==> config.mk <==
export PLATFORM = sky130hd
export DESIGN_NAME = ordered_handle_list
export DESIGN_NICKNAME = d
export VERILOG_FILES = /design/src/rtl/ohl_pkg.sv /design/src/rtl/ohl_mem.sv /design/src/rtl/ohl_seq.sv /design/src/rtl/ordered_handle_list.sv
export SDC_FILE = /design/constraint.sdc
export NUM_CORES = 1
export LEC_CHECK = 0
export BUFFER_PORTS_ARGS = -buffer_cell sky130_fd_sc_hd__buf_2
export CAP_MARGIN = 20
export CELL_PAD_IN_SITES_DETAIL_PLACEMENT = 1
export CELL_PAD_IN_SITES_GLOBAL_PLACEMENT = 2
export CORE_UTILIZATION = 44
export CTS_CLUSTER_SIZE = 28
export DETAILED_ROUTE_END_ITERATION = 8
export GPL_TIMING_DRIVEN = 0
export PLACE_DENSITY_LB_ADDON = 0.1
export RECOVER_POWER = 25
export SLEW_MARGIN = 20
export SYNTH_ARGS = -nofsm -noshare
export SYNTH_HDL_FRONTEND = slang
export SYNTH_SLANG_ARGS = --single-unit
==> constraint.sdc <==
create_clock -name clk_i -period 5.3 [get_ports clk_i]
set_input_delay 0.265 -clock clk_i [delete_from_list [all_inputs] [get_ports clk_i]]
set_output_delay 0.265 -clock clk_i [all_outputs]
set_load 0.01 [all_outputs]
==> src/rtl/ohl_pkg.sv <==
// Shared types, constants and codes for the ordered handle list.
package ohl_pkg;

  localparam int unsigned Depth    = 16;
  localparam int unsigned HandleW  = 16;
  localparam int unsigned PosW     = 5;
  localparam int unsigned OpW      = 4;
  localparam int unsigned StatusW  = 3;
  localparam int unsigned AddrW    = $clog2(Depth);
  localparam int unsigned CountW   = $clog2(Depth + 1);

  typedef logic [HandleW-1:0] handle_t;
  typedef logic [AddrW-1:0]   addr_t;
  typedef logic [CountW-1:0]  count_t;

  typedef enum logic [OpW-1:0] {
    OpReadAt     = 4'd0,
    OpInsertAt   = 4'd1,
    OpPushBack   = 4'd2,
    OpPushFront  = 4'd3,
    OpPushMiddle = 4'd4,
    OpRemove     = 4'd5,
    OpNext       = 4'd6,
    OpPrev       = 4'd7,
    OpExists     = 4'd8,
    OpClear      = 4'd9
  } op_e;

  typedef enum logic [StatusW-1:0] {
    StOk         = 3'd0,
    StNotFound   = 3'd1,
    StNoNeighbor = 3'd2,
    StRange      = 3'd3,
    StFull       = 3'd4
  } status_e;

  typedef struct packed {
    logic    we;
    addr_t   waddr;
    handle_t wdata;
    logic    re;
    addr_t   raddr;
  } mem_req_t;

  typedef struct packed {
    logic    valid;
    status_e status;
    handle_t handle;
    logic    found;
    count_t  count;
  } res_t;

endpackage

==> src/rtl/ohl_mem.sv <==
// Entry memory: one write port, one read port with registered read data.
module ohl_mem (
  input  logic              clk_i,
  input  ohl_pkg::mem_req_t req_i,
  output ohl_pkg::handle_t  rdata_o
);

  ohl_pkg::handle_t mem_q [ohl_pkg::Depth];
  ohl_pkg::handle_t rdata_q;

  always_ff @(posedge clk_i) begin
    if (req_i.we) begin
      mem_q[req_i.waddr] <= req_i.wdata;
    end
    if (req_i.re) begin
      rdata_q <= mem_q[req_i.raddr];
    end
  end

  assign rdata_o = rdata_q;

endmodule

==> src/rtl/ohl_seq.sv <==
// Sequencer: walks the entry memory to search, shift up for inserts and shift down for removes.
module ohl_seq (
  input  logic              clk_i,
  input  logic              rst_ni,
  input  logic              start,
  input  logic [3:0]        operation_i,
  input  ohl_pkg::handle_t  handle_i,
  input  logic [4:0]        position_i,
  output logic              busy,
  output ohl_pkg::mem_req_t mem_req_o,
  input  ohl_pkg::handle_t  mem_rdata_i,
  output ohl_pkg::res_t     res_o
);

  typedef enum logic [5:0] {
    SIdle  = 6'b000001,
    SRead  = 6'b000010,
    SScan  = 6'b000100,
    SShift = 6'b001000,
    SPut   = 6'b010000,
    SFin   = 6'b100000
  } state_e;

  localparam ohl_pkg::count_t CntOne  = ohl_pkg::CountW'(1);
  localparam ohl_pkg::count_t CntFull = ohl_pkg::CountW'(ohl_pkg::Depth);
  localparam ohl_pkg::addr_t  AddrOne = ohl_pkg::AddrW'(1);

  state_e            state_q, state_d;
  ohl_pkg::op_e      op_q, op_d;
  ohl_pkg::handle_t  h_q, h_d;
  ohl_pkg::addr_t    p_q, p_d;
  ohl_pkg::count_t   cnt_q, cnt_d;
  ohl_pkg::count_t   iss_q, iss_d;
  logic              iss_on_q, iss_on_d;
  logic              rd_vld_q, rd_vld_d;
  ohl_pkg::addr_t    rd_idx_q, rd_idx_d;
  logic              hit_q, hit_d;
  ohl_pkg::addr_t    hit_idx_q, hit_idx_d;
  ohl_pkg::handle_t  last_q, last_d;
  ohl_pkg::handle_t  pred_q, pred_d;
  logic              pred_ok_q, pred_ok_d;
  ohl_pkg::handle_t  succ_q, succ_d;
  logic              succ_ok_q, succ_ok_d;
  ohl_pkg::res_t     res_q, res_d;

  ohl_pkg::count_t   ins_pos;
  logic              do_ins;
  logic              match;
  logic              last_ret;
  ohl_pkg::count_t   pos_c;

  assign pos_c    = ohl_pkg::CountW'(position_i);
  assign match    = (mem_rdata_i == h_q);
  assign last_ret = (ohl_pkg::CountW'(rd_idx_q) == ohl_pkg::CountW'(cnt_q - CntOne));
  assign busy     = (state_q != SIdle);
  assign res_o    = res_q;

  always_comb begin
    state_d   = state_q;
    op_d      = op_q;
    h_d       = h_q;
    p_d       = p_q;
    cnt_d     = cnt_q;
    iss_d     = iss_q;
    iss_on_d  = iss_on_q;
    rd_vld_d  = 1'b0;
    rd_idx_d  = rd_idx_q;
    hit_d     = hit_q;
    hit_idx_d = hit_idx_q;
    last_d    = last_q;
    pred_d    = pred_q;
    pred_ok_d = pred_ok_q;
    succ_d    = succ_q;
    succ_ok_d = succ_ok_q;
    res_d        = '0;
    res_d.status = ohl_pkg::StOk;
    res_d.count  = cnt_q;
    mem_req_o = '0;
    ins_pos   = '0;
    do_ins    = 1'b0;

    case (state_q)
      SIdle: begin
        if (start) begin
          op_d      = ohl_pkg::op_e'(operation_i);
          h_d       = handle_i;
          hit_d     = 1'b0;
          pred_ok_d = 1'b0;
          succ_ok_d = 1'b0;
          iss_d     = '0;
          case (ohl_pkg::op_e'(operation_i))
            ohl_pkg::OpReadAt: begin
              if (pos_c < cnt_q) begin
                mem_req_o.re    = 1'b1;
                mem_req_o.raddr = position_i[ohl_pkg::AddrW-1:0];
                state_d         = SRead;
              end else begin
                res_d.valid  = 1'b1;
                res_d.status = ohl_pkg::StRange;
              end
            end
            ohl_pkg::OpInsertAt: begin
              if (pos_c > cnt_q) begin
                res_d.valid  = 1'b1;
                res_d.status = ohl_pkg::StRange;
              end else if (cnt_q == CntFull) begin
                res_d.valid  = 1'b1;
                res_d.status = ohl_pkg::StFull;
              end else begin
                do_ins  = 1'b1;
                ins_pos = pos_c;
              end
            end
            ohl_pkg::OpPushBack, ohl_pkg::OpPushFront, ohl_pkg::OpPushMiddle: begin
              if (cnt_q == CntFull) begin
                res_d.valid  = 1'b1;
                res_d.status = ohl_pkg::StFull;
              end else begin
                do_ins = 1'b1;
                if (ohl_pkg::op_e'(operation_i) == ohl_pkg::OpPushBack) begin
                  ins_pos = cnt_q;
                end else if (ohl_pkg::op_e'(operation_i) == ohl_pkg::OpPushFront) begin
                  ins_pos = '0;
                end else begin
                  ins_pos = cnt_q >> 1;
                end
              end
            end
            ohl_pkg::OpRemove, ohl_pkg::OpNext, ohl_pkg::OpPrev, ohl_pkg::OpExists: begin
              if (cnt_q == '0) begin
                res_d.valid = 1'b1;
                if (ohl_pkg::op_e'(operation_i) != ohl_pkg::OpExists) begin
                  res_d.status = ohl_pkg::StNotFound;
                end
              end else begin
                state_d = SScan;
              end
            end
            ohl_pkg::OpClear: begin
              cnt_d       = '0;
              res_d.valid = 1'b1;
              res_d.count = '0;
            end
            default: begin
              res_d.valid = 1'b1;
            end
          endcase
          if (do_ins) begin
            p_d = ins_pos[ohl_pkg::AddrW-1:0];
            if (ins_pos == cnt_q) begin
              mem_req_o.we    = 1'b1;
              mem_req_o.waddr = ins_pos[ohl_pkg::AddrW-1:0];
              mem_req_o.wdata = handle_i;
              cnt_d           = cnt_q + CntOne;
              res_d.valid     = 1'b1;
              res_d.count     = cnt_q + CntOne;
            end else begin
              iss_d    = cnt_q - CntOne;
              iss_on_d = 1'b1;
              state_d  = SShift;
            end
          end
        end
      end

      SRead: begin
        res_d.valid  = 1'b1;
        res_d.handle = mem_rdata_i;
        state_d      = SIdle;
      end

      SScan: begin
        if (iss_q < cnt_q) begin
          mem_req_o.re    = 1'b1;
          mem_req_o.raddr = iss_q[ohl_pkg::AddrW-1:0];
          iss_d           = iss_q + CntOne;
          rd_vld_d        = 1'b1;
          rd_idx_d        = iss_q[ohl_pkg::AddrW-1:0];
        end
        if (rd_vld_q) begin
          last_d = mem_rdata_i;
          if (!hit_q && match) begin
            hit_d     = 1'b1;
            hit_idx_d = rd_idx_q;
            pred_d    = last_q;
            pred_ok_d = (rd_idx_q != '0);
          end else if (hit_q) begin
            if (rd_idx_q == hit_idx_q + AddrOne) begin
              succ_d    = mem_rdata_i;
              succ_ok_d = 1'b1;
            end
            if (op_q == ohl_pkg::OpRemove) begin
              mem_req_o.we    = 1'b1;
              mem_req_o.waddr = rd_idx_q - AddrOne;
              mem_req_o.wdata = mem_rdata_i;
            end
          end
          if (last_ret) begin
            state_d = SFin;
          end
        end
      end

      SShift: begin
        if (iss_on_q) begin
          mem_req_o.re    = 1'b1;
          mem_req_o.raddr = iss_q[ohl_pkg::AddrW-1:0];
          rd_vld_d        = 1'b1;
          rd_idx_d        = iss_q[ohl_pkg::AddrW-1:0];
          iss_d           = iss_q - CntOne;
          if (iss_q[ohl_pkg::AddrW-1:0] == p_q) begin
            iss_on_d = 1'b0;
          end
        end
        if (rd_vld_q) begin
          mem_req_o.we    = 1'b1;
          mem_req_o.waddr = rd_idx_q + AddrOne;
          mem_req_o.wdata = mem_rdata_i;
          if (rd_idx_q == p_q) begin
            state_d = SPut;
          end
        end
      end

      SPut: begin
        mem_req_o.we    = 1'b1;
        mem_req_o.waddr = p_q;
        mem_req_o.wdata = h_q;
        cnt_d           = cnt_q + CntOne;
        res_d.valid     = 1'b1;
        res_d.count     = cnt_q + CntOne;
        state_d         = SIdle;
      end

      SFin: begin
        res_d.valid = 1'b1;
        res_d.found = hit_q;
        state_d     = SIdle;
        case (op_q)
          ohl_pkg::OpRemove: begin
            if (hit_q) begin
              cnt_d       = cnt_q - CntOne;
              res_d.count = cnt_q - CntOne;
            end else begin
              res_d.status = ohl_pkg::StNotFound;
            end
          end
          ohl_pkg::OpNext: begin
            if (!hit_q) begin
              res_d.status = ohl_pkg::StNotFound;
            end else if (succ_ok_q) begin
              res_d.handle = succ_q;
            end else begin
              res_d.status = ohl_pkg::StNoNeighbor;
            end
          end
          ohl_pkg::OpPrev: begin
            if (!hit_q) begin
              res_d.status = ohl_pkg::StNotFound;
            end else if (pred_ok_q) begin
              res_d.handle = pred_q;
            end else begin
              res_d.status = ohl_pkg::StNoNeighbor;
            end
          end
          default: begin
          end
        endcase
      end

      default: begin
        state_d = SIdle;
      end
    endcase
  end

  always_ff @(posedge clk_i or negedge rst_ni) begin
    if (!rst_ni) begin
      state_q   <= SIdle;
      cnt_q     <= '0;
      iss_on_q  <= 1'b0;
      rd_vld_q  <= 1'b0;
      hit_q     <= 1'b0;
      pred_ok_q <= 1'b0;
      succ_ok_q <= 1'b0;
      res_q     <= '0;
    end else begin
      state_q   <= state_d;
      cnt_q     <= cnt_d;
      iss_on_q  <= iss_on_d;
      rd_vld_q  <= rd_vld_d;
      hit_q     <= hit_d;
      pred_ok_q <= pred_ok_d;
      succ_ok_q <= succ_ok_d;
      res_q     <= res_d;
    end
  end

  always_ff @(posedge clk_i) begin
    op_q      <= op_d;
    h_q       <= h_d;
    p_q       <= p_d;
    iss_q     <= iss_d;
    rd_idx_q  <= rd_idx_d;
    hit_idx_q <= hit_idx_d;
    last_q    <= last_d;
    pred_q    <= pred_d;
    succ_q    <= succ_d;
  end

endmodule

==> src/rtl/ordered_handle_list.sv <==
// Ordered handle list: sequencer and entry memory.
// read_at via SRead; append and failed checks answer from idle; insert with shift
// moves entries up, then SPut; remove/next/prev/exists scan, then SFin (one read port).
// One transaction at a time: busy drops as done_o rises; start is taken only while idle.
// The result shows on the outputs for one cycle with done_o; the receiver cannot stall.
// Reset clears the count and control state; the entry memory is not cleared.
module ordered_handle_list (
  input  logic        clk_i,
  input  logic        rst_ni,
  input  logic        start,
  output logic        busy,
  input  logic [3:0]  operation_i,
  input  logic [15:0] handle_i,
  input  logic [4:0]  position_i,
  output logic        done_o,
  output logic [2:0]  status_o,
  output logic [15:0] handle_out_o,
  output logic        found_o,
  output logic [4:0]  count_o
);

  ohl_pkg::mem_req_t mem_req;
  ohl_pkg::handle_t  mem_rdata;
  ohl_pkg::res_t     res;

  ohl_seq u_seq (
    .clk_i       (clk_i),
    .rst_ni      (rst_ni),
    .start       (start),
    .operation_i (operation_i),
    .handle_i    (handle_i),
    .position_i  (position_i),
    .busy        (busy),
    .mem_req_o   (mem_req),
    .mem_rdata_i (mem_rdata),
    .res_o       (res)
  );

  ohl_mem u_mem (
    .clk_i   (clk_i),
    .req_i   (mem_req),
    .rdata_o (mem_rdata)
  );

  assign done_o       = res.valid;
  assign status_o     = res.status;
  assign handle_out_o = res.handle;
  assign found_o      = res.found;
  assign count_o      = res.count;

endmodule

# ---- Yosys cells after proc, flatten, opt, wreduce, memory -nomap -nowiden
# Memories as Yosys holds them, arrays and structs flattened. A register that Yosys moved wholly into a read port is not among the register bits.
# Cells that the tools add are included.
dict set report word_totals {
  regBits 122
  latch_bits 0
  ram_bits 256
  mem_bits_ro 0
  inputBits 28
  out_inout_bits 27
  elab_cells 201
  n_memories 1
}
dict set report op_classes {
  n_addsub 7
  n_mul 0
  div_mod_pow 0
  n_lt_le_gt_ge 3
  eq_ne 42
  n_shift 0
  n_mux 102
  n_bitwise 1
  reduce_logical 25
}
# memory depth word_bits rd rd_clocked_by_memory_dff write_ports line_no
set memory_table {}
lappend memory_table {u_mem.mem_q 16 16 1 1 1 ohl_mem.sv:8} ;# ohl_pkg::handle_t mem_q [ohl_pkg::Depth];
# op count
set op_table {}
lappend op_table {{$mux 21} 7}
lappend op_table {{$mux 5} 21}
lappend op_table {{$pmux 21 s4} 1}
lappend op_table {{$mux 16} 4}
lappend op_table {{$pmux 16 s2} 2}
lappend op_table {{$mux 6} 9}
lappend op_table {{$pmux 5 s3} 3}
lappend op_table {{$mux 4} 8}
lappend op_table {{$eq 4x3->1 const B} 7}
lappend op_table {{$mux 1} 27}
lappend op_table {{$mux 26} 1}
lappend op_table {{$ne 2x1->1 const B} 12}
lappend op_table {{$pmux 6 s3} 1}
lappend op_table {{$eq 16x16->1} 1}
lappend op_table {{$reduce_and 4->1} 4}
lappend op_table {{$pmux 1 s2} 7}
lappend op_table {{$eq 4x4->1} 3}
lappend op_table {{$pmux 3 s4} 1}
lappend op_table {{$pmux 6 s2} 1}
lappend op_table {{$add 5x1->5 const B} 2}
lappend op_table {{$lt 5x5->1} 2}
lappend op_table {{$pmux 5 s2} 1}
lappend op_table {{$reduce_and 5->1} 2}
lappend op_table {{$sub 5x1->5 const B} 2}
lappend op_table {{other kinds (37)} 51}

# ---- Depth between registers and ports, before layout
# Gate-level depths: netlist of run 1.
dict set report logic_depth {
  word_depth 14
  ltp_mapped 14
  mapped_depth_nobuf 11
}

# ---- By module
# From an unflattened synthesis of run 1, not the netlist that was laid out.
dict set report hier_totals {
  hier_cells 987
  hier_area_um2 16565.9
}
# module n_inst cells_each area_per_inst_um2 seq_area_each_um2
set modules_own_cells {}
lappend modules_own_cells {ohl_mem 1 432 10202.3 8167.8}
lappend modules_own_cells {ohl_seq 1 555 6363.6 3479.6}

# ---- Worst setup path before layout of run 1
# No wires, ideal clock.
dict set report synth_path {
  path_type {reg-to-reg}
  startpoint {register u_seq.cnt_q[1]}
  endpoint {memory u_mem.mem_q[1][0] in the netlist's numbering, enable pin}
  setup_ns 0.409
  t_arrival_ns 4.350
  t_required_ns 4.891
  slack_ns 0.541
  path_stages_with_launch 13
  n_path_buf 1
  synth_period_minus_slack_ns 4.759
  cell_sequence {dfrtp_1 -> clkbuf_1 -> inv_1 -> ha_1 -> and3_1 -> and4_4 -> a31o_2 -> a311o_1 -> a32o_2 -> nor4b_4 -> nor3_1 -> or4b_4 -> nor3_1}
}
dict set report synth_via {
  elab_chain_len 13
  elab_cells_between_ends 22
  cone_classes {order compare (1); eq/ne (2); mux (19)}
}
# element line_no
set synth_rtl {}
lappend synth_rtl {{start: declaration} ohl_seq.sv:32} ;# ohl_pkg::count_t cnt_q, cnt_d;
lappend synth_rtl {{start signal: assignment} ohl_seq.sv:289} ;# cnt_q <= cnt_d;
lappend synth_rtl {{branches (longest 8 deep; another with $gt 5x5->1)} --}
lappend synth_rtl {{$mux 21 *} ohl_seq.sv:148} ;# if (do_ins) begin
lappend synth_rtl {{$mux 26 *} ohl_seq.sv:84} ;# if (start) begin
lappend synth_rtl {{$pmux 21 s4 *} ohl_seq.sv:82} ;# case (state_q)
lappend synth_rtl {{$mux 1} ohl_mem.sv:12} ;# if (req_i.we) begin
lappend synth_rtl {{$mux 1 (implied by the code)} ohl_mem.sv:13} ;# mem_q[req_i.waddr] <= req_i.wdata;
lappend synth_rtl {{end: declaration} ohl_mem.sv:8}
# Every way passes the cells marked *. The select of a mux whose other input is x is not followed.

# ---- Worst setup path in the final report of run 1
dict set report layout_path {
  startpoint {register u_seq.cnt_q[0]}
  endpoint {memory u_mem.mem_q[11][13] in the netlist's numbering, enable pin}
}
dict set report layout_via {
  elab_chain_len 13
  elab_cells_between_ends 21
  cone_classes {order compare (1); eq/ne (2); mux (18)}
}
# element line_no
set layout_rtl {}
lappend layout_rtl {{branches (longest 8 deep; another with $gt 5x5->1)} --}
lappend layout_rtl {{$mux 21 *} ohl_seq.sv:148}
lappend layout_rtl {{$mux 26 *} ohl_seq.sv:84}
lappend layout_rtl {{$pmux 21 s4 *} ohl_seq.sv:82}
lappend layout_rtl {{$mux 1} ohl_mem.sv:12}
lappend layout_rtl {{$mux 1 (implied by the code)} ohl_mem.sv:13}
# Marked as above.

==> impl_metrics.csv, run 1 <==
group,metric,value,unit
sta,drv_slew,38,
synthesis,yosys_warnings,0,
pwr,p_leak,6.678,nW
floorplanning,std_cell_rows,71,
final_layout,design_area,19680,sq um
synthesis,synth_top_area_share,63.32,%
synthesis,yosysSeqAreaShare,68.80,%
route,wl_per_cell,25.42,um
route,first_pass_iters,7,
route,ant_nets,0,
sta,hold_viol_final,0,
setup_path,critPathArrivalTime,5.34,ns
setup_path,required,5.57,ns
floorplanning,die_h,198.2,um
sta,timing.fmax,197.2,MHz
status,outcome,"complete, but fails checks",
synthesis,synth_edf_count,357,
route,drt_iter0_markers,740,
sta,finClkSkew,0.01803,ns
synthesis,ys_ff_latch,394,
synthesis,synth.avg_cell_area,12.73,sq um
pwr,powerDensity,408.8,nW/um^2
final_layout,syn_to_final_growth,16.23,%
clock_tree,path_clk_slew,0.06,ns
setup_path,critPathLaunch,"u_seq.cnt_q[0]$_DFFE_PN0P_",
grt,grt_max_degree,38,
sta,finalSetupTns,0,ns
sta,min_period,5.070,ns
synthesis,synth.net_count,1377,
synthesis,syn_area,16930,sq um
sta,rsz0062_at_grt,"no",
clock_tree,clkLatencyLatePin,0.58,ns
setup_path,r2r_slack,0.23,ns
route,vias,11750,
final_layout,diodes,0,
pwr,finalPower,8.043,mW
route,viasPerCell,5.824,
floorplanning,die_w,198.2,um
setup_path,worstSetupStartpointType,"flop",
floorplanning,die_area,39270,sq um
synthesis,yosys.area.top_type,"edfxtp_1",
placed_design,place.gp.congestion,0.8772,
setup_path,r2r_start,"u_seq.cnt_q[0]$_DFFE_PN0P_",
status,violations,"capacitance limit, slew limit",
synthesis,yosys-top-cells-area,"edfxtp_1, nand2_1, dfrtp_1, a21oi_1, nand3_1",
floorplanning,core_area,37760,sq um
clock_tree,cts_setup_buffers,0,
pwr,peakVddDrop,0.0002646,V
synthesis,synth_cells,1330,
floorplanning,io_pins,55,
synthesis,async_flop_share,9.391,%
grt,first_global_vias,12090,
setup_path,crit_path_max_fanout,10,
setup_path,cp-end-kind,"flop",
final_layout,drive_gt1_share,10.42,%
placed_design,dp_hpwl,36.30,mm
placed_design,placed_area,18180,sq um
synthesis,yosysUniqueCellTypes,81,
setup_path,critPathKind,"flop to flop",
worst_hold_path,min-delay-start,"start",
clock_tree,clock_sinks,394,
sta,finalSetupViolCount,0,
worst_hold_path,hold_path_class,"input port to flop",
clock_tree,htreeDepth,2,
sta,finalCritPeriodShare,95.66,%
grt,grt_pass1_wl,77.13,mm
route,wl,51.30,mm
clock_tree,root_buffer,"clkbuf_16",
synthesis,ys.flop_type,"edfxtp_1",
sta,worst_pin_slew,2.078,ns
run,maxCapViolations,1,
route,drcViolationCount,0,
synthesis,yosysMostFrequentCell,"edfxtp_1",
floorplanning,start_util,44.84,%
clock_tree,cts_buffer_depth,3,
final_layout,nNetsFinal,1522,
grt,gr-total-overflow,0,
placed_design,portBuffers,54,
clock_tree,cts_tree,"built",
sta,slew_headroom,-38.56,%
clock_tree,cts_buffers,42,
grt,grt_use_total,27.05,%
synthesis,synth.top_cells.by_count,"edfxtp_1, nand2_1, a21oi_1",
final_layout,num-fill-cells,3859,
grt,antenna_found_initial,1,
kinds of logic after synthesis:
logic type / after synthesis / synth area share [%]
fa+ha+maj: 19 / 1.449
buf+inv: 96 / 2.254
compound gates: 270 / 11.01
simple gates: 497 / 13.55
xor+xnor: 46 / 2.424
mux: 8 / 0.5099
flops: 394 / 68.80
layout make-up:
type / count / area, sq um / area share, %
Sequential cell: 394 / 11650 / 59.19
Inverter: 25 / 93.84 / 0.4769
Buffer: 71 / 287.8 / 1.462
Clock inverter: 23 / 235.2 / 1.195
Tap cell: 511 / 639.4 / 3.249
Multi-Input combinational cell: 840 / 5009 / 25.45
Clock buffer: 53 / 1112 / 5.653
Timing Repair Buffer: 101 / 653.1 / 3.319
flip-flops by register name, indices dropped and copies added (netlist names), 6 cells and up:
signal	flops
u_seq.last_q	16
u_seq.succ_q	16
u_seq.state_q	6
u_mem.mem_q	256
u_seq.res_o	21
u_seq.h_q	16
u_seq.pred_q	16
u_mem.rdata_o	16
routing by layer:
metal  share of wire [%]  wire [um]  global-route usage (%)
met5               0.029         15                       0
met3                 5.4       2781                   4.292
met2                  47      24350                   43.89
met1                  45      22830                   37.58
met4                 2.6       1320                   7.695
per-stage QoR:
step           setup slack [ns]  cells  hold slack, ns  utilization [%]
2_1_floorplan            0.5408   1330        -0.03059                -
3_3_place_gp             -1.780   1895          0.4000            47.25
3_5_place_dp            -0.3283   1923          0.4063            48.14
4_1_cts                 0.09328   2018        0.006700            52.26
5_1_grt                 0.05430   2018          0.1059            52.12
6_report                 0.2301   2018          0.1058            52.12
path summary, 6_finish.rpt:
path / to / cells after the start
max reg2reg: u_mem.mem_q[11][13]$_DFFE_PP_ / 16
min in group asynchronous: u_seq.cnt_q[3]$_DFFE_PN0P_ / 2
max in group asynchronous: u_seq.res_o[20]$_DFF_PN0_ / 2
min reg2reg: u_seq.pred_q[1]$_DFFE_PP_ / 0
min: u_seq.state_q[1]$_DFFE_PN0P_ / 3
max: u_mem.mem_q[11][13]$_DFFE_PP_ / 16
layout by cell type (no fill, tap or decap), types with 7 or more instances in the layout:
cell type      count
inv_1             25
nor4_1             7
buf_4             19
a21o_1            10
nand2_1          286
buf_2             16
dfrtp_1           36
ha_1              18
dlygate4sd3_1     19
buf_6              8
clkbuf_1         107
a32oi_1           25
a221o_1           17
or2_2              8
a21oi_1           78
a22oi_1           36
nand3_1           70
o21ai_0           38
clkinv_2           7
nor2_1            30
xor2_1            26
xnor2_1           19
a31oi_1           11
buf_1              8
nand4_1           18
clkbuf_16         42
edfxtp_1         357
nor3_1            13
where the power goes:
group          switching, mW  internal [mW]  leakage [nW]
combinational          0.955          0.439          2.39
sequential             0.137           3.59          3.64
clock                   1.24           1.69         0.657
total                   2.33           5.72          6.68
repair_timing:
action | CTS | global route
gates resized for setup | 4 | 5
setup endpoints to repair | 28 | 305
hold endpoints to repair | 54 | 0
hold buffers | 19 | 0
critical path: stages (launching register included):
cell       delay [ns]
dfrtp_1          0.47
clkbuf_1         0.49
inv_1            0.24
ha_1             0.29
nand4bb_1        0.10
clkbuf_2         0.22
o21ai_2          0.16
nor2_1           0.28
nand2_1          0.09
a32o_2           0.31
nor4b_4          0.38
nand2_1          0.18
a211o_1          0.45
nor3_2           0.45
buf_4            0.24
buf_4            0.18
buf_4            0.19
(Power assumes the default switching activity.)
==> inputs of run 2 (changes only) <==
- CELL_PAD_IN_SITES_GLOBAL_PLACEMENT: 2 -> 1
- CORE_UTILIZATION: 44 -> 51
==> impl_metrics.csv, run 2 (synthesis results as in run 1) <==
group,metric,value,unit
floorplanning,start_util,51.90,%
sta,slew_headroom,-38.33,%
route,drcViolationCount,0,
setup_path,cp-end-kind,"flop",
sta,finClkSkew,0.01814,ns
clock_tree,clkLatencyLatePin,0.55,ns
pwr,powerDensity,407.2,nW/um^2
clock_tree,root_buffer,"clkbuf_16",
final_layout,final_cells,1950,
run,maxCapViolations,1,
status,outcome,"complete, but fails checks",
grt,grt_pass1_wl,76.83,mm
final_layout,num-fill-cells,3249,
setup_path,critPathKind,"flop to flop",
clock_tree,path_clk_slew,0.06,ns
floorplanning,core_area,32620,sq um
grt,antenna_found_initial,2,
setup_path,worstSetupStartpointType,"flop",
setup_path,r2r_slack,0.33,ns
final_layout,nNetsFinal,1520,
floorplanning,die_area,33930,sq um
placed_design,portBuffers,54,
clock_tree,clock_sinks,394,
sta,finalSetupViolCount,0,
clock_tree,cts_buffer_depth,3,
sta,worst_pin_slew,2.075,ns
route,first_pass_iters,5,
clock_tree,cts_buffers,43,
route,wl_per_cell,25.99,um
route,wl,50.68,mm
sta,min_period,4.969,ns
placed_design,place.gp.congestion,0.9049,
sta,timing.fmax,201.3,MHz
setup_path,required,5.55,ns
floorplanning,std_cell_rows,66,
pwr,finalPower,7.943,mW
clock_tree,cts_tree,"built",
worst_hold_path,hold_path_class,"input port to flop",
route,vias,12060,
grt,grt_use_total,30.81,%
sta,hold_viol_final,0,
final_layout,mostFrequentLayoutCells,"edfxtp_1, nand2_1, clkbuf_1",
grt,grt_max_degree,38,
sta,rsz0062_at_grt,"no",
grt,gr-total-overflow,0,
setup_path,crit_path_max_fanout,11,
floorplanning,die_w,184.2,um
placed_design,dp_hpwl,35.77,mm
route,ant_nets,0,
route,drt_iter0_markers,1125,
final_layout,regMostFlops,"u_mem.mem_q",
clock_tree,cts_setup_buffers,0,
floorplanning,io_pins,55,
floorplanning,die_h,184.2,um
final_layout,drive_gt1_share,10.22,%
final_layout,syn_to_final_growth,15.22,%
final_layout,largest_reg_flops,256,
final_layout,layout_commonest_cell,"edfxtp_1",
pwr,peakVddDrop,0.0002906,V
grt,first_global_vias,12480,
sta,finalCritPeriodShare,93.75,%
status,violations,"capacitance limit, slew limit",
sta,drv_slew,38,
route,viasPerCell,6.182,
setup_path,critPathArrivalTime,5.22,ns
placed_design,dp_cells,1851,
clock_tree,htreeDepth,2,
pwr,p_leak,6.635,nW
[run 2: changes by cell type in the layout (fill, tap and decap cells not counted), sizes merged]
cell / delta
clkbuf: +11
clkinvlp: +1
inv: -1
bufinv: -4
buf: -2
clkinv: -5
diode: +1
[run 2: layout make-up]
class                   instances  area (sq um)  area share [%]
flip-flops and latches        394         11650           59.71
multi-input cells             840          4987           25.57
clock buffers                  65          1220           6.254
repair buffers                 98         619.3           3.175
well taps                     442         553.0           2.835
plain buffers                  71         289.0           1.482
clock inverters                14         95.09          0.4875
inverters                      25         93.84          0.4810
diodes                          1         2.502         0.01283
[run 2: where the power goes]
part	switching, mW	internal [mW]	leakage [nW]
logic	0.956	0.438	2.37
clock network	1.22	1.60	0.630
registers	0.140	3.59	3.64
[run 2: per-stage QoR]
stage | setup slack [ns] | area, sq um | TNS, ns | util, % | hold slack, ns
3_5_place_dp | -0.1260 | 18050 | -3.766 | 55.32 | 0.4057
6_report | 0.3315 | 19510 | 0 | 59.80 | 0.1269
4_1_cts | 0.06409 | 19550 | 0 | 59.95 | 0.01977
3_3_place_gp | -1.101 | 17750 | -143.47 | 54.43 | 0.4011
5_1_grt | 0.07291 | 19510 | 0 | 59.80 | 0.1348
2_1_floorplan | 0.5408 | 16930 | 0 | - | -0.03059
[run 2: worst paths after layout]
path	endpoint	start	cells past startpoint
min	u_seq.op_q[1]$_DFFE_PP_	operation_i[1]	1
max reg2reg	u_mem.mem_q[0][0]$_DFFE_PP_	u_seq.cnt_q[1]$_DFFE_PN0P_	13
max in group asynchronous	u_seq.res_o[12]$_DFF_PN0_	rst_ni	2
min in group asynchronous	u_seq.cnt_q[4]$_DFFE_PN0P_	rst_ni	2
min reg2reg	u_seq.pred_q[5]$_DFFE_PP_	u_seq.last_q[5]$_DFFE_PP_	0
max	u_mem.mem_q[0][0]$_DFFE_PP_	u_seq.cnt_q[1]$_DFFE_PN0P_	13
[run 2: layer usage]
layer	vias to the layer above	part of all wire [%]	GRT usage [%]
li1	5290	-	-
met1	6141	41	41.06
met2	501	48	50.39
met3	123	6.7	4.880
met4	0	3.9	12.83
met5	-	0	0
[run 2: what timing repair did]
action                                 4_1_cts  5_1_grt
gates resized for setup                      2        7
endpoints found under the hold margin       54        0
setup endpoints to repair                   32      232
pin swaps                                    0        0
hold buffers                                19        0
[run 2: worst max-delay path: stages, from the launching register on]
cell and delay [ns]:
dfrtp_1 0.37, clkbuf_1 0.35, inv_1 0.24, ha_1 0.33
nor2b_1 0.15, o31ai_1 0.36, a31o_2 0.37, a21boi_0 0.24
nor2_2 0.31, nor4b_4 0.42, nor3_1 0.17, or4b_4 0.60
a311oi_4 0.52, buf_8 0.24
==> inputs of run 3 (changes only) <==
==> constraint.sdc (replaced) <==
create_clock -name clk_i -period 5.3 [get_ports clk_i]
set_input_delay 0.795 -clock clk_i [delete_from_list [all_inputs] [get_ports clk_i]]
set_output_delay 0.795 -clock clk_i [all_outputs]
set_load 0.01 [all_outputs]
==> impl_metrics.csv, run 3 (synthesis results as in run 1) <==
group,metric,value,unit
final_layout,regMostFlops,"u_mem.mem_q",
clock_tree,root_buffer,"clkbuf_16",
grt,grt_max_degree,38,
route,ant_nets,0,
final_layout,num-fill-cells,3253,
final_layout,layout_commonest_cell,"edfxtp_1",
pwr,seq_power_share,47.0,%
floorplanning,io_pins,55,
clock_tree,cts_tree,"built",
setup_path,critPathSlowestCell,"and3_2",
sta,drv_slew,38,
setup_path,r2r_start,"u_seq.cnt_q[1]$_DFFE_PN0P_",
clock_tree,clkLatencyLatePin,0.55,ns
floorplanning,die_area,33930,sq um
pwr,peakVddDrop,0.0002897,V
sta,finalSetupTns,0,ns
sta,timing.fmax,201.1,MHz
sta,hold_viol_final,0,
floorplanning,die_w,184.2,um
setup_path,slowest_delay,0.65,ns
sta,worst_pin_slew,2.083,ns
clock_tree,htreeDepth,2,
route,drcViolationCount,0,
grt,antenna_found_initial,2,
setup_path,critPathArrivalTime,5.15,ns
pwr,power.internal,5.617,mW
sta,finalSetupViolCount,0,
floorplanning,core_area,32620,sq um
clock_tree,cts_setup_buffers,0,
sta,finalCritPeriodShare,93.84,%
status,violations,"capacitance limit, slew limit",
pwr,powerDensity,410.1,nW/um^2
clock_tree,cts_buffer_depth,3,
route,wl_per_cell,26.02,um
final_layout,largest_reg_flops,256,
worst_hold_path,min-delay-start,"u_seq.last_q[5]$_DFFE_PP_",
route,first_pass_iters,5,
grt,gr-total-overflow,0,
route,vias,11940,
final_layout,mostFrequentLayoutCells,"edfxtp_1, nand2_1, clkbuf_1",
route,drt_iter0_markers,1085,
sta,slew_headroom,-38.84,%
sta,rsz0062_at_grt,"no",
final_layout,nNetsFinal,1501,
grt,grt_use_total,30.48,%
final_layout,fin_util,59.24,%
setup_path,cp-end-kind,"flop",
final_layout,final_cells,1931,
sta,min_period,4.974,ns
setup_path,crit_path_max_fanout,16,
sta,timing.hold.ws,0.4172,ns
worst_hold_path,hold_path_class,"flop to flop",
placed_design,dp_cells,1851,
setup_path,critPathKind,"flop to flop",
placed_design,place.gp.congestion,0.9049,
pwr,finalPower,7.926,mW
final_layout,drive_gt1_share,10.62,%
grt,grt_pass1_wl,76.02,mm
floorplanning,std_cell_rows,66,
run,maxCapViolations,1,
route,wl,50.24,mm
placed_design,portBuffers,54,
floorplanning,die_h,184.2,um
pwr,power_switching,2.309,mW
worst_hold_path,min_to,"u_seq.pred_q[5]$_DFFE_PP_",
worst_hold_path,holdPathStages,0,
setup_path,rr_worst_depth,12,
setup_path,required,5.47,ns
pwr,p_leak,6.563,nW
setup_path,r2r_end,"u_mem.mem_q[15][2]$_DFFE_PP_",
pwr,swShare,29.13,%
clock_tree,path_clk_slew,0.06,ns
pwr,p_clk_share,35.5,%
clock_tree,cts_buffers,43,
floorplanning,start_util,51.90,%
clock_tree,clock_sinks,394,
status,outcome,"complete, but fails checks",
route,viasPerCell,6.182,
placed_design,dp_hpwl,35.77,mm
grt,first_global_vias,12330,
sta,finClkSkew,0.01918,ns
setup_path,path_cells,"clkbuf_1, inv_1, ha_1, nor2b_1, o31ai_1, a31oi_1, o32a_1, xnor2_2, nor3_2, a31o_1, a21boi_0, and3_2",
final_layout,syn_to_final_growth,14.14,%
setup_path,worstSetupStartpointType,"flop",
pwr,combinationalPowerShare,17.4,%
setup_path,r2r_slack,0.33,ns
## run 3: worst max-delay path: cells and delay by family, from the launching register on
kind | cells | cell delay [ns]
fa+ha+maj | 1 | 0.33
simple gates | 3 | 1.37
flops | 1 | 0.37
xor+xnor | 1 | 0.18
compound gates | 5 | 1.76
buf+inv | 2 | 0.59
## run 3: worst max-delay path by stage
stage,startpoint,end,slack (ns),cells past startpoint
5_1_grt,u_seq.cnt_q[1]$_DFFE_PN0P_,u_mem.mem_q[11][12]$_DFFE_PP_,0.07,14
4_1_cts,u_seq.cnt_q[1]$_DFFE_PN0P_,u_mem.mem_q[13][15]$_DFFE_PP_,0.06,12
6_report,u_seq.cnt_q[1]$_DFFE_PN0P_,u_mem.mem_q[15][2]$_DFFE_PP_,0.33,12
2_1_floorplan,position_i[0],u_mem.mem_q[1][0]$_DFFE_PP_,0.52,11
3_3_place_gp,u_seq.cnt_q[1]$_DFFE_PN0P_,u_mem.mem_q[1][13]$_DFFE_PP_,-1.10,12
3_5_place_dp,u_seq.cnt_q[1]$_DFFE_PN0P_,u_mem.mem_q[15][3]$_DFFE_PP_,-0.13,12
## run 3: per-stage QoR
stage	setup WS [ns]	instance area, sq um
floorplan	0.5215	16930
global placement	-1.101	17750
detailed placement	-0.1260	18050
CTS	0.06409	19360
global route	0.07291	19320
finish	0.3264	19320
## run 3: metal layers
layer  share of wire (%)  GRT usage (%)  vias to the layer above
met2                  48          49.56                      511
met4                 3.8          12.63                        0
met5                   0              0                        -
met1                  41          40.56                     6058
li1                    -              -                     5252
met3                 7.3          5.335                      116
## run 3: what timing repair did
item,4_1_cts,5_1_grt
pin swaps,0,0
hold buffers,0,0
endpoints found under the setup margin,32,221
gates resized for setup,2,8
cloned,0,0
## run 3: cell type report
class	instances	area (sq um)	share of cell area [%]
Sequential cell	394	11650	60.28
Multi-Input combinational cell	840	4990	25.82
Clock buffer	65	1220	6.313
Tap cell	442	553.0	2.862
Timing Repair Buffer	79	432.9	2.240
Buffer	71	289.0	1.496
Clock inverter	14	95.09	0.4921
Inverter	25	93.84	0.4856
Antenna cell	1	2.502	0.01295
## run 3: power by group through the flow
stage	registers [mW]	logic, mW	clock network, mW
after detailed placement	3.79	1.37	0
after CTS	3.72	1.37	2.85
final	3.73	1.38	2.82
after floorplan	3.74	0.878	0
after global routing	3.74	1.50	2.96
after global placement	3.78	1.31	0
